[config.mk]
export PLATFORM = sky130hd
export DESIGN_NAME = lamrs_ctrl
export DESIGN_NICKNAME = d
export VERILOG_FILES = /design/src/rtl/left_anchored_max_rect_sum_unit_assert.svh /design/src/rtl/lamrs_pkg.sv /design/src/rtl/lamrs_ctrl.sv
export SDC_FILE = /design/constraint.sdc
export NUM_CORES = 1
export LEC_CHECK = 0
export ABC_CLOCK_PERIOD_IN_PS = 1000
export BUFFER_PORTS_ARGS = -buffer_cell sky130_fd_sc_hd__buf_2
export CAP_MARGIN = 5
export CORE_AREA = 2 2 39 41
export DETAILED_ROUTE_END_ITERATION = 16
export DIE_AREA = 0 0 41 43
export GPL_ROUTABILITY_DRIVEN = 0
export RECOVER_POWER = 100
export SYNTH_ARGS = -nofsm -noshare
export SYNTH_HDL_FRONTEND = slang
export SYNTH_SLANG_ARGS = --single-unit
[constraint.sdc]
create_clock -name clk -period 1 [get_ports clk]
set_clock_uncertainty 0.05 [all_clocks]
set_input_delay 0.2 -clock clk [delete_from_list [all_inputs] [get_ports clk]]
set_output_delay 0.2 -clock clk [all_outputs]
set_load 0.01 [all_outputs]
[src/rtl/left_anchored_max_rect_sum_unit_assert.svh]
// ----------------------------------------------------------------------------
// Assertion macros for the left-anchored max rectangle sum unit
// Shorthand for clocked implication checks under the unit's reset.
// ----------------------------------------------------------------------------
`ifndef LEFT_ANCHORED_MAX_RECT_SUM_UNIT_ASSERT_SVH
`define LEFT_ANCHORED_MAX_RECT_SUM_UNIT_ASSERT_SVH

// Same-cycle implication.
`define LAMRS_ASSERT_NOW(label, ante, cons, msg) \
	label: assert property (@(posedge clk) disable iff (!arst_n) (ante) |-> (cons)) \
		else $error(msg);

// Next-cycle implication.
`define LAMRS_ASSERT_NEXT(label, ante, cons, msg) \
	label: assert property (@(posedge clk) disable iff (!arst_n) (ante) |=> (cons)) \
		else $error(msg);

`endif

[src/rtl/lamrs_pkg.sv]
// ----------------------------------------------------------------------------
// lamrs_pkg
// Shared constants, action codes and controller/datapath interface structs.
// ----------------------------------------------------------------------------
`timescale 1ns / 1ps

package lamrs_pkg;

	// default sizes
	localparam int DEF_MAX_ROWS   = 16;
	localparam int DEF_MAX_COLS   = 16;
	localparam int DEF_VALUE_BITS = 16;

	// result field widths
	localparam int SUM_W = 23;
	localparam int ROW_W = 4;
	localparam int WID_W = 5;
	localparam int OUT_FW = SUM_W + 2 * ROW_W + WID_W;
	localparam int OUT_DW = ((OUT_FW + 7) / 8) * 8;

	localparam logic [SUM_W-1:0] SUM_MAX = '1;

	// beat action codes
	localparam int ACT_W = 2;
	localparam logic [ACT_W-1:0] ACT_APPEND     = 2'd0;
	localparam logic [ACT_W-1:0] ACT_END_ROW    = 2'd1;
	localparam logic [ACT_W-1:0] ACT_END_MATRIX = 2'd2;

	typedef struct packed {
		logic take;    // input beat accepted
		logic init;    // reset search indices and best
		logic len_rd;  // read row length of row j
		logic row;     // update width, restart row sum
		logic rd;      // read prefix of row k
		logic acc;     // add prefix into range sum
		logic cmp;     // compare range sum, advance j / i
		logic done;    // load result, clear matrix
	} lamrs_cmd_t;

	typedef struct packed {
		logic empty;   // no rows stored
		logic k_last;  // k reached j
		logic j_last;  // j is last row
		logic i_last;  // i is last row
	} lamrs_stat_t;

endpackage

[src/rtl/lamrs_ctrl.sv]
// ----------------------------------------------------------------------------
// lamrs_ctrl
// Controller: accepts load beats, sequences the range search, owns the
// result valid flag.
// ----------------------------------------------------------------------------
`timescale 1ns / 1ps

module lamrs_ctrl
	import lamrs_pkg::*;
(
	input  logic             clk,
	input  logic             arst_n,
	input  logic             s_tvalid,
	input  logic [ACT_W-1:0] action,
	output logic             s_tready,
	output logic             m_tvalid,
	input  logic             m_tready,
	input  lamrs_stat_t      stat,
	output lamrs_cmd_t       cmd
);

	typedef enum logic [2:0] {
		ST_IDLE,
		ST_START,
		ST_LEN,
		ST_ROW,
		ST_RD,
		ST_ACC,
		ST_CMP,
		ST_DONE
	} state_t;

	state_t state_q;
	logic   m_tvalid_q;
	logic   slot_free;

	assign s_tready  = (state_q == ST_IDLE);
	assign m_tvalid  = m_tvalid_q;
	assign slot_free = !m_tvalid_q || m_tready;

	always_comb begin
		cmd        = '0;
		cmd.take   = s_tvalid && s_tready;
		cmd.init   = (state_q == ST_START);
		cmd.len_rd = (state_q == ST_LEN);
		cmd.row    = (state_q == ST_ROW);
		cmd.rd     = (state_q == ST_RD);
		cmd.acc    = (state_q == ST_ACC);
		cmd.cmp    = (state_q == ST_CMP);
		cmd.done   = (state_q == ST_DONE) && slot_free;
	end

	always_ff @(posedge clk or negedge arst_n) begin
		if (!arst_n) begin
			state_q    <= ST_IDLE;
			m_tvalid_q <= 1'b0;
		end else begin
			if (m_tvalid_q && m_tready)
				m_tvalid_q <= 1'b0;
			unique case (state_q)
				ST_IDLE: begin
					if (cmd.take && action == ACT_END_MATRIX)
						state_q <= ST_START;
				end
				ST_START: begin
					state_q <= stat.empty ? ST_DONE : ST_LEN;
				end
				ST_LEN: begin
					state_q <= ST_ROW;
				end
				ST_ROW: begin
					state_q <= ST_RD;
				end
				ST_RD: begin
					state_q <= ST_ACC;
				end
				ST_ACC: begin
					state_q <= stat.k_last ? ST_CMP : ST_RD;
				end
				ST_CMP: begin
					state_q <= (stat.j_last && stat.i_last) ? ST_DONE : ST_LEN;
				end
				ST_DONE: begin
					if (slot_free) begin
						m_tvalid_q <= 1'b1;
						state_q    <= ST_IDLE;
					end
				end
				default: begin
					state_q <= ST_IDLE;
				end
			endcase
		end
	end

endmodule
==> summary.md, run 1 <==
| Metric | Value |
|---|---|
| Synth Flop Type | dfrtp_1 |
| R2R depth | 5 |
| Hold_sp | stat[3] |
| PwrDens | about 3300 mW/mm² |
| Most frequent cell after synthesis | dfrtp_1 |
| Yosys cell types | 23 |
| Critical path's top delay family | flip-flops |
| DP HPWL | 577 µm |
| Reg-to-Reg Start | state_q[1] |
| Clk slew on worst S/H paths | around 0.040 ns |
| Routed vias | 398 |
| CTS tree | done |
| Tot GR Track Use | between 10% and 20% |
| Area share of the largest cell type after synthesis | between 30% and 40% |
| Die W | between 40 and 50 µm |
| CTS root buffer | clkbuf_4 |
| Leak | 0.304 nW |
| Ys Warns | 0 |
| Buf/Inv on CP | 2 |
| WL final | approximately 960 µm |
| Post-synth ARST share | 100% |
| Largest net degree at the start of global routing | 7 |
| Worst path arrival time | 1.18 ns |
| CP max-delay cell | dfrtp_1 |
| Tmin final | ~1.4 ns |
| Most common library cells after synthesis | dfrtp_1 (4), a21oi_1 (3), nand2_1 (3) |
| Most frequent CP cell | buf_6 |
| Ant diodes | 0 |
| Hold path depth | 3 |
| Peak Freq | between 0.7 and 0.8 GHz |
| Initial antenna violation count | 0 |
| IO Port Bufs | 19 |
| Clock Tree Buf Depth | 2 |
| Vias in the first global route | ~370 |
| Synth Cell Area | 294 µm² |
| DR vias/cell | between 4 and 5 |
| Gr ovfl total | 0 |
| Final Cycle Share | 143% |
| First-pass GRT wire length | around 1.5 mm |
| Worst path required time | approximately 0.75 ns |
| Worst-Margin Slew | between 0.2 and 0.3 ns |
| Row count | 14 |
| I/O pin count | 20 |
| Synth top area cells | dfrtp_1 (34%), a21oi_1 (5.1%), o211ai_1 (5.1%) |
| Failing checks | setup timing |
| Hold/Removal Path Class | input port to register |
| Setup Total Neg Slack | -3.95 ns |
| Worst IR Drop VDD | between 1 and 1.5 mV |
| Synth Net Count | 44 |
| WS Path Type | register to output pin |
| Insertion delay to the later sink of the worst-skew pair | roughly 0.25 ns |
| Crit-path cells | buf_6 > nor3_4 > and2_4 > buf_6 |
| CP Launch Type | register |
| Post-layout util | ~46% |
| Nets | 79 |
| ANT nets after route | 0 |
| Setup crit end kind | output pin |
| 1st-iter DRT viols | 4 |
| Max Cap Viol | 0 |
| Area growth syn-to-layout | 118% |
| # fillers | between 100 and 150 |
| Post-synth EDFFs | 0 |
| Ratio of cells with drive above 1 in the final layout | 73.1% |
| WL/cell | 11.6 µm |
| Outcome | finished with violations |
| Initial Utilization | between 20% and 30% |
| Synth Instances | 34 |
| Yosys reg bits | 4 |
| Beginning of the critical path | state_q[2] |
| Die height | roughly 43 µm |
| Biggest area consumer among synthesized cells | dfrtp_1 |
| CTS sink cnt | 4 |
| Worst setup margin | -0.427 ns |
| Max incr delay on CP | roughly 0.40 ns |
| Setup violators final | 13 |
| # DRC | 0 |
| H-tree Lvls | 1 |
| Final Hold Fails | 0 |
| Die ar. | roughly 0.0018 mm² |
| Core ar. | 0.00138 mm² |
| Mean Syn Cell Area | 8.65 µm² |
| Crit path max fanout | 3 |
| Pins Over Slew Limit | 0 |
| R2r setup slk | -0.27 ns |
| Reg2reg end | state_q[0] |
| Worst hold endpoint | state_q[2] |
| Drt pass-1 iters | 4 |
| Num CTS Buffers | 3 |
| Seq/Total Area, Yosys | about 34% |
| RSZ-0062 raised after global routing | true |
| Slew HR | about 80% |
-- flip-flops by register name, summed over array words and instances (netlist names) --
name / flops
m_tvalid: 1
state_q: 3
-- cell type report --
| class | instances | area (µm²) | share of cell area (%) |
|---|---|---|---|
| sequential | 4 | 103 | 16.0 |
| tap | 16 | 20.0 | 3.13 |
| clock buffer | 3 | 22.5 | 3.52 |
| multi-input combinational | 26 | 231 | 36.1 |
| inverter | 1 | 6.26 | 0.977 |
| timing repair buffer | 33 | 258 | 40.2 |
-- logic make-up (layout without fill, tap and decap cells) --
| group | count (synthesis) | after routing | synth area share (%) |
|---|---|---|---|
| buf+inv | 4 | 37 | 8.51 |
| simple gates | 18 | 18 | 39.6 |
| flops | 4 | 4 | 34.0 |
| compound gates | 8 | 8 | 17.9 |
-- routing by layer --
metal  vias to the layer above  track usage (%)  wire (µm)
li1                        190                -          -
met1                       191             12.1        351
met2                        15             21.9        550
met3                         2             3.14         42
met4                         0             6.00         17
met5                         -                0          0
-- what timing repair did --
action | 4_1_cts | 5_1_grt
pin swaps | 5 | 2
hold buffers | 1 | 0
resized for setup | 17 | 5
endpoints found under the hold margin | 4 | 0
setup endpoints to repair | 14 | 14
buffers inserted | 4 | 0
-- placed cells by master, fill, tap and decap left out, types with 2 or more instances in the layout --
cell	count
a21oi_2	2
buf_2	15
buf_4	3
buf_6	13
clkbuf_4	3
dfrtp_1	2
dfrtp_2	2
nand2_1	2
nand2b_1	2
nor3_4	2
o211ai_1	2
-- metrics by stage --
step	cells	cell area, µm²	power [W]	hold slack (ns)	setup WS, ns
after floorplan	34	335	0.00104	-0.146	-0.148
after global routing	83	641	0.00228	0.224	-0.497
after detailed placement	75	490	0.00143	-0.0438	-0.247
after global placement	75	490	0.00143	-0.0433	-0.207
after CTS	83	621	0.00203	0.200	-0.436
final	83	641	0.00213	0.205	-0.427
-- power breakdown --
part           switching, W  internal [W]
combinational      0.000683      0.000863
clock             0.0000801      0.000135
sequential         0.000115      0.000257
-- worst reg2reg max path, stage by stage, from the launching register on --
cell and delay, ns:
dfrtp_2 0.44, buf_6 0.15, buf_6 0.12, and4b_1 0.20
a21oi_2 0.12, a21boi_1 0.07
-- how the worst max path moves through the flow --
stage / endpoint / slack, ns / cells past startpoint
finish: cmd[7] / -0.43 / 4
global route: cmd[7] / -0.50 / 4
CTS: cmd[7] / -0.44 / 4
detailed placement: state_q[2] / -0.25 / 3
global placement: state_q[0] / -0.21 / 4
floorplan: state_q[2] / -0.15 / 3
Power figures use the tool's default switching activity.
==> inputs of run 2 (changes only) <==
--- a/config.mk
+++ b/config.mk
@@ -8,10 +8,13 @@
 export ABC_CLOCK_PERIOD_IN_PS = 1000
 export BUFFER_PORTS_ARGS = -buffer_cell sky130_fd_sc_hd__buf_2
 export CAP_MARGIN = 5
-export CORE_AREA = 2 2 39 41
+export CELL_PAD_IN_SITES_DETAIL_PLACEMENT = 0
+export CELL_PAD_IN_SITES_GLOBAL_PLACEMENT = 1
+export CORE_AREA = 2 2 40 42
 export DETAILED_ROUTE_END_ITERATION = 16
-export DIE_AREA = 0 0 41 43
+export DIE_AREA = 0 0 42 44
 export GPL_ROUTABILITY_DRIVEN = 0
+export PLACE_DENSITY_LB_ADDON = 0.1
 export RECOVER_POWER = 100
 export SYNTH_ARGS = -nofsm -noshare
 export SYNTH_HDL_FRONTEND = slang
==> constraint.sdc (replaced) <==
create_clock -name clk -period 1 [get_ports clk]
set_clock_uncertainty 0.05 [all_clocks]
set_input_delay 0.2 -clock clk [delete_from_list [all_inputs] [get_ports clk]]
set_output_delay 0.2 -clock clk [all_outputs]
set_load 0.005 [all_outputs]
==> run 2 against run 1 <==
Die area is 4.8% higher. Sequential power shrank 7.0%. Flip-flop and latch count is the same. Clock power fell by 10%. Largest cell class is now multi-input gates. First-iteration DRC count is 25% higher. Sequential share of layout area grew 3.4 points. The flow still finishes with violations (setup timing).
==> summary.md, run 2 (synthesized netlist as in run 1, its figures left out) <==
| Metric | Value |
|---|---|
| Worst slack, placed | -0.195 ns |
| Crit path max fanout | 8 |
| Reg2reg end | state_q[2] |
| 1st-iter DRT viols | 5 |
| I/O pin count | 20 |
| Peak Freq | between 0.7 and 0.8 GHz |
| Worst-Margin Slew | about 0.21 ns |
| Max incr delay on CP | slightly above 0.4 ns |
| Pins Over Slew Limit | 0 |
| CTS tree | done |
| Commonest non-fill, non-tap cell in the layout | buf_2 |
| Metal3 WL | around 57 µm |
| Die W | 42 µm |
| Final Hold Fails | 0 |
| CP Launch Type | register |
| IO Port Bufs | 19 |
| Num CTS Buffers | 3 |
| Tot GR Track Use | a little over a tenth |
| PnR Total Power | 0.00155 W |
| Psw | slightly above 0.0006 W |
| R2R depth | 3 |
| Gate power share | 65.3% |
| R2r setup slk | -0.19 ns |
| DP HPWL | 639 µm |
| First-pass GRT wire length | about 1.5 mm |
| # DRC | 0 |
| Ant diodes | 0 |
| CTS root buffer | clkbuf_4 |
| H-tree Lvls | 1 |
| WL met2 | 427 µm |
| Beginning of the critical path | state_q[2] |
| RSZ-0062 raised after global routing | true |
| Worst IR Drop VDD | 1.21 mV |
| Hold/Removal Path Class | input port to register |
| WS Path Type | register to output pin |
| Setup crit end kind | output pin |
| Hold_sp | stat[3] |
| # fillers | roughly 150 |
| Failing checks | setup timing |
| Max reg flops | 3 |
| Nets | between 70 and 80 |
| Vias in the first global route | approximately 340 |
| Reg with most FFs | state_q |
| Buf/Inv on CP | 2 |
| PwrDens | just under 3000 mW/mm² |
| WL final | 825 µm |
| DR vias/cell | about 4.5 |
| Flop pwr share | 22.2% |
| Ratio of cells with drive above 1 in the final layout | approximately three fifths |
| Die height | roughly 44 µm |
| Setup Total Neg Slack | -3.51 ns |
| Initial antenna violation count | 0 |
| Clk pwr share | between 10 and 15% |
| Core ar. | approximately 0.0014 mm² |
| Top layer in use | met3 |
| Leak | about 0.27 nW |
| Routed vias | between 300 and 400 |
| FF/Latch Area | 101 µm² |
| Slew HR | 85.9% |
| Hold path depth | 3 |
| Drt pass-1 iters | 4 |
| ANT nets after route | 0 |
| Critical path's top delay family | flip-flops |
| Reg-to-Reg Start | state_q[2] |
| Area growth syn-to-layout | 77.9% |
| Met1 wire length | 340 µm |
| Insertion delay to the later sink of the worst-skew pair | approximately 0.23 ns |
| Worst setup margin | -0.382 ns |
| Internal power | roughly 0.00094 W |
| Worst hold endpoint | state_q[2] |
| Clock Tree Buf Depth | 2 |
| Row count | 14 |
| WL/cell | 10.6 µm |
| Crit-path cells | buf_6 > nor3b_4 > buf_2 |
| Die ar. | between 0.0015 and 0.002 mm² |
| Final Cycle Share | 138% |
| Clk slew on worst S/H paths | 0.04 ns |
| Multi-input gate area | 200 µm² |
| Commonest cells after routing, fill and taps aside | buf_2 (18), buf_4 (5) |
| CTS sink cnt | 4 |
| Worst path arrival time | roughly 1.1 ns |
| Worst path required time | 0.75 ns |
| CP max-delay cell | dfrtp_1 |
| Initial Utilization | 20.7% |
| Max Cap Viol | 0 |
| Setup violators final | 12 |
| Outcome | finished with violations |
| Tmin final | between 1 and 1.5 ns |
| Gr ovfl total | 0 |
| Net Sw Frac | between 30% and 40% |
| Largest net degree at the start of global routing | 12 |
==> run 2: cell type report <==
| class | count | area share, % |
|---|---|---|
| Clock buffer | 3 | 4.31 |
| Inverter | 1 | 0.718 |
| Multi-Input combinational cell | 26 | 38.3 |
| Sequential cell | 4 | 19.4 |
| Tap cell | 16 | 3.83 |
| Timing Repair Buffer | 28 | 33.5 |
==> run 2: power groups by stage <==
stage	Sequential, W	Clock (W)	Combinational (W)
after floorplan	0.000326	0	0.000517
after global routing	0.000370	0.000223	0.00114
final	0.000345	0.000193	0.00102
after detailed placement	0.000329	0	0.000855
after global placement	0.000329	0	0.000856
after CTS	0.000339	0.000201	0.000935
==> run 2: worst register-to-register path: stages, from the launching register on <==
cell and delay, ns:
dfrtp_1 0.41, and3b_2 0.24, a32oi_2 0.23, o211ai_1 0.13
==> run 2: through the flow <==
| step | cell area, µm² | hold slack [ns] | instances | util [%] |
|---|---|---|---|---|
| after global placement | 439 | -0.0419 | 72 | 31.0 |
| final | 523 | 0.201 | 78 | 36.9 |
| after CTS | 493 | 0.215 | 77 | 34.7 |
| after global routing | 523 | 0.202 | 78 | 36.9 |
| after detailed placement | 439 | -0.0433 | 72 | 31.0 |
| after floorplan | 300 | -0.146 | 34 | - |
==> run 2: what timing repair did <==
| item | in CTS | in global routing |
|---|---|---|
| endpoints found under the setup margin | 13 | 14 |
| resized for setup | 4 | 6 |
| setup buffers | 1 | 1 |
| pin swaps | 0 | 5 |
| hold buffers | 1 | 0 |
| endpoints found under the hold margin | 4 | 0 |
==> run 2: how the worst max path moves through the flow <==
stage | end | slack, ns | depth (start not counted)
after floorplan | cmd[7] | -0.10 | 3
after global placement | state_q[2] | -0.22 | 3
after detailed placement | state_q[2] | -0.20 | 3
after CTS | cmd[3] | -0.40 | 4
after global routing | cmd[0] | -0.47 | 4
final | cmd[6] | -0.38 | 3
==> run 2: routing by layer <==
| metal | GRT usage [%] | vias to the layer above |
|---|---|---|
| li1 | - | 180 |
| met2 | 16.6 | 14 |
| met3 | 5.83 | 0 |
| met1 | 12.6 | 159 |
| met5 | 0 | - |
| met4 | 1.94 | 0 |
==> inputs of run 3 (changes only) <==
--- a/config.mk
+++ b/config.mk
@@ -10,12 +10,14 @@
 export CAP_MARGIN = 5
 export CELL_PAD_IN_SITES_DETAIL_PLACEMENT = 0
 export CELL_PAD_IN_SITES_GLOBAL_PLACEMENT = 1
-export CORE_AREA = 2 2 40 42
+export CORE_AREA = 2 2 39 41
+export CTS_BUF_LIST = sky130_fd_sc_hd__clkbuf_8
 export DETAILED_ROUTE_END_ITERATION = 16
-export DIE_AREA = 0 0 42 44
+export DIE_AREA = 0 0 41 43
 export GPL_ROUTABILITY_DRIVEN = 0
 export PLACE_DENSITY_LB_ADDON = 0.1
 export RECOVER_POWER = 100
+export SETUP_SLACK_MARGIN = 0.02
 export SYNTH_ARGS = -nofsm -noshare
 export SYNTH_HDL_FRONTEND = slang
 export SYNTH_SLANG_ARGS = --single-unit
==> run 3 against run 2 <==
Utilization rose by 4.7 points. Via count grew 2.8%. Worst setup slack improved by 0.0089 ns. Worst hold slack better by 0.0099 ns. Total power is 18% higher. Global-route usage up 2.5 points. The run still ends with setup timing left. First-iteration DRC count decreased by 80%. Cell count up 3.8%. Final area up 10%. Register-to-register slack got worse by 0.10 ns.
==> summary.md, run 3 (synthesized netlist as in run 1, its figures left out) <==
| Metric | Value |
|---|---|
| Post-DP Area | 444 µm² |
| Final std cell area, no fill | roughly 580 µm² |
| Vias in the first global route | between 300 and 400 |
| Worst path arrival time | approximately 1.1 ns |
| CTS root buffer | clkbuf_8 |
| H-tree Lvls | 1 |
| Worst slack, placed | -0.289 ns |
| Max reg flops | 3 |
| First-pass GRT wire length | roughly 1.5 mm |
| Max incr delay on CP | 0.46 ns |
| Placed cell count | 72 |
| Worst IR Drop VDD | 1.31 mV |
| Failing checks | setup timing |
| Ratio of cells with drive above 1 in the final layout | between 60% and 70% |
| Clk slew on worst S/H paths | approximately 0.030 ns |
| Setup crit end kind | output pin |
| Crit path max fanout | 6 |
| Leak | just under 0.3 nW |
| Die ar. | 0.00176 mm² |
| WS Path Type | register to output pin |
| 1st-iter DRT viols | 1 |
| Buf/Inv on CP | 1 |
| CP max-delay cell | dfrtp_2 |
| Worst setup margin | -0.373 ns |
| Final Cycle Share | 137% |
| Critical path's top delay family | flip-flops |
| Largest net degree at the start of global routing | 11 |
| # fillers | 147 |
| Internal power | 0.00114 W |
| Net Sw Frac | between 30% and 40% |
| DP HPWL | approximately 620 µm |
| Tot GR Track Use | 13.0% |
| Setup Total Neg Slack | -3.40 ns |
| Initial Utilization | roughly a fifth |
| Die height | 43 µm |
| Setup violators final | 12 |
| Gate power share | around three fifths |
| Slew HR | between 80 and 90% |
| Commonest non-fill, non-tap cell in the layout | buf_2 |
| Reg with most FFs | state_q |
| Routed vias | 363 |
| Finished Layout Cells | 81 |
| # DRC | 0 |
| Nets | 77 |
| IO Port Bufs | 19 |
| DR vias/cell | 4.48 |
| Psw | between 0.0006 and 0.0007 W |
| PwrDens | 3180 mW/mm² |
| Num CTS Buffers | 3 |
| I/O pin count | 20 |
| RSZ-0062 raised after global routing | true |
| Worst-Margin Slew | ~0.24 ns |
| Hold/Removal Path Class | input port to register |
| CP Launch Type | register |
| Commonest cells after routing, fill and taps aside | buf_2 (18), buf_4 (8), clkbuf_8 (3), buf_6 (3) |
| Clock Tree Buf Depth | 2 |
| Row count | 14 |
| Flop pwr share | roughly a fifth |
| WL final | between 800 and 900 µm |
| WL/cell | 11.0 µm |
| Outcome | finished with violations |
| Area growth syn-to-layout | 95.7% |
| ANT nets after route | 0 |
| CTS sink cnt | 4 |
| Drt pass-1 iters | 2 |
| Core ar. | between 0.001 and 0.0015 mm² |
| Pins Over Slew Limit | 0 |
| Peak Freq | 0.728 GHz |
| Die W | a little over 40 µm |
| CTS tree | done |
| Worst path required time | 0.75 ns |
| Clk pwr share | a little under a fifth |
| Ant diodes | 0 |
| Initial antenna violation count | 0 |
| Tmin final | between 1 and 1.5 ns |
| Crit-path cells | nor3_4 > and2_1 > buf_2 |
| Gr ovfl total | 0 |
| Max Cap Viol | 0 |
| Insertion delay to the later sink of the worst-skew pair | 0.22 ns |
| Final Hold Fails | 0 |
| Hold slack final | about 0.21 ns |
## run 3: cell count changes in the layout (fill, tap and decap cells not counted)
cell / change
nor3b_1: -1
nand3_2: +1
clkbuf_8: +3
dfrtp_1: -1
buf_4: +3
dfrtp_2: +1
and3b_2: -1
clkbuf_4: -3
nor3b_2: +2
and3b_1: +1
a21oi_2: +2
a21oi_1: -2
nand3_1: -1
nor3b_4: -1
## run 3: repair_timing
| action | 4_1_cts | 5_1_grt |
|---|---|---|
| hold buffers | 1 | 0 |
| setup buffers | 4 | 1 |
| pin swaps | 4 | 1 |
| hold endpoints to repair | 4 | 0 |
| resized for setup | 8 | 4 |
| setup endpoints to repair | 13 | 14 |
| cloned | 0 | 0 |
## run 3: worst register-to-register path, cell delays in order, from the launching register on
cell	delay, ns
dfrtp_2	0.46
buf_4	0.17
buf_4	0.13
and4b_1	0.18
a21oi_2	0.11
a21boi_1	0.07
## run 3: cell type report
| cell class | count | area [µm²] | area share [%] |
|---|---|---|---|
| Multi-Input combinational cell | 26 | 210 | 36.5 |
| Timing Repair Buffer | 31 | 198 | 34.3 |
| Sequential cell | 4 | 103 | 17.8 |
| Clock buffer | 3 | 41.3 | 7.17 |
| Tap cell | 16 | 20.0 | 3.48 |
| Inverter | 1 | 3.75 | 0.652 |
## run 3: path summary, 6_finish.rpt
path | startpoint | to | slack [ns] | cells past startpoint
worst max-delay path | state_q[2] | cmd[7] | -0.37 | 3
worst min-delay path | stat[3] | state_q[2] | 0.21 | 3
worst max register to register | state_q[2] | state_q[0] | -0.29 | 5
worst min register to register | state_q[0] | state_q[1] | 0.63 | 2
max in group asynchronous | arst_n | state_q[2] | 0.38 | 2
min in group asynchronous | arst_n | m_tvalid | 0.31 | 2
## run 3: power by group through the flow
stage / Sequential [W] / Combinational [W] / Clock, W
floorplan: 0.000327 / 0.000542 / 0
global placement: 0.000356 / 0.000827 / 0
detailed placement: 0.000370 / 0.000828 / 0
CTS: 0.000373 / 0.00102 / 0.000349
global route: 0.000388 / 0.00124 / 0.000358
finish: 0.000369 / 0.00112 / 0.000342
## run 3: metrics by stage
step,util (%),total power (W)
2_1_floorplan,-,0.000869
3_3_place_gp,32.1,0.00118
3_5_place_dp,32.1,0.00120
4_1_cts,40.0,0.00175
5_1_grt,41.6,0.00198
6_report,41.6,0.00183
## run 3: routing by layer
| metal | GRT usage, % | vias to the layer above | routed length [µm] |
|---|---|---|---|
| met4 | 12.0 | 0 | 32 |
| met2 | 18.4 | 14 | 424 |
| met1 | 14.9 | 161 | 380 |
| li1 | - | 184 | - |
| met5 | 0 | - | 0 |
| met3 | 3.14 | 4 | 56 |
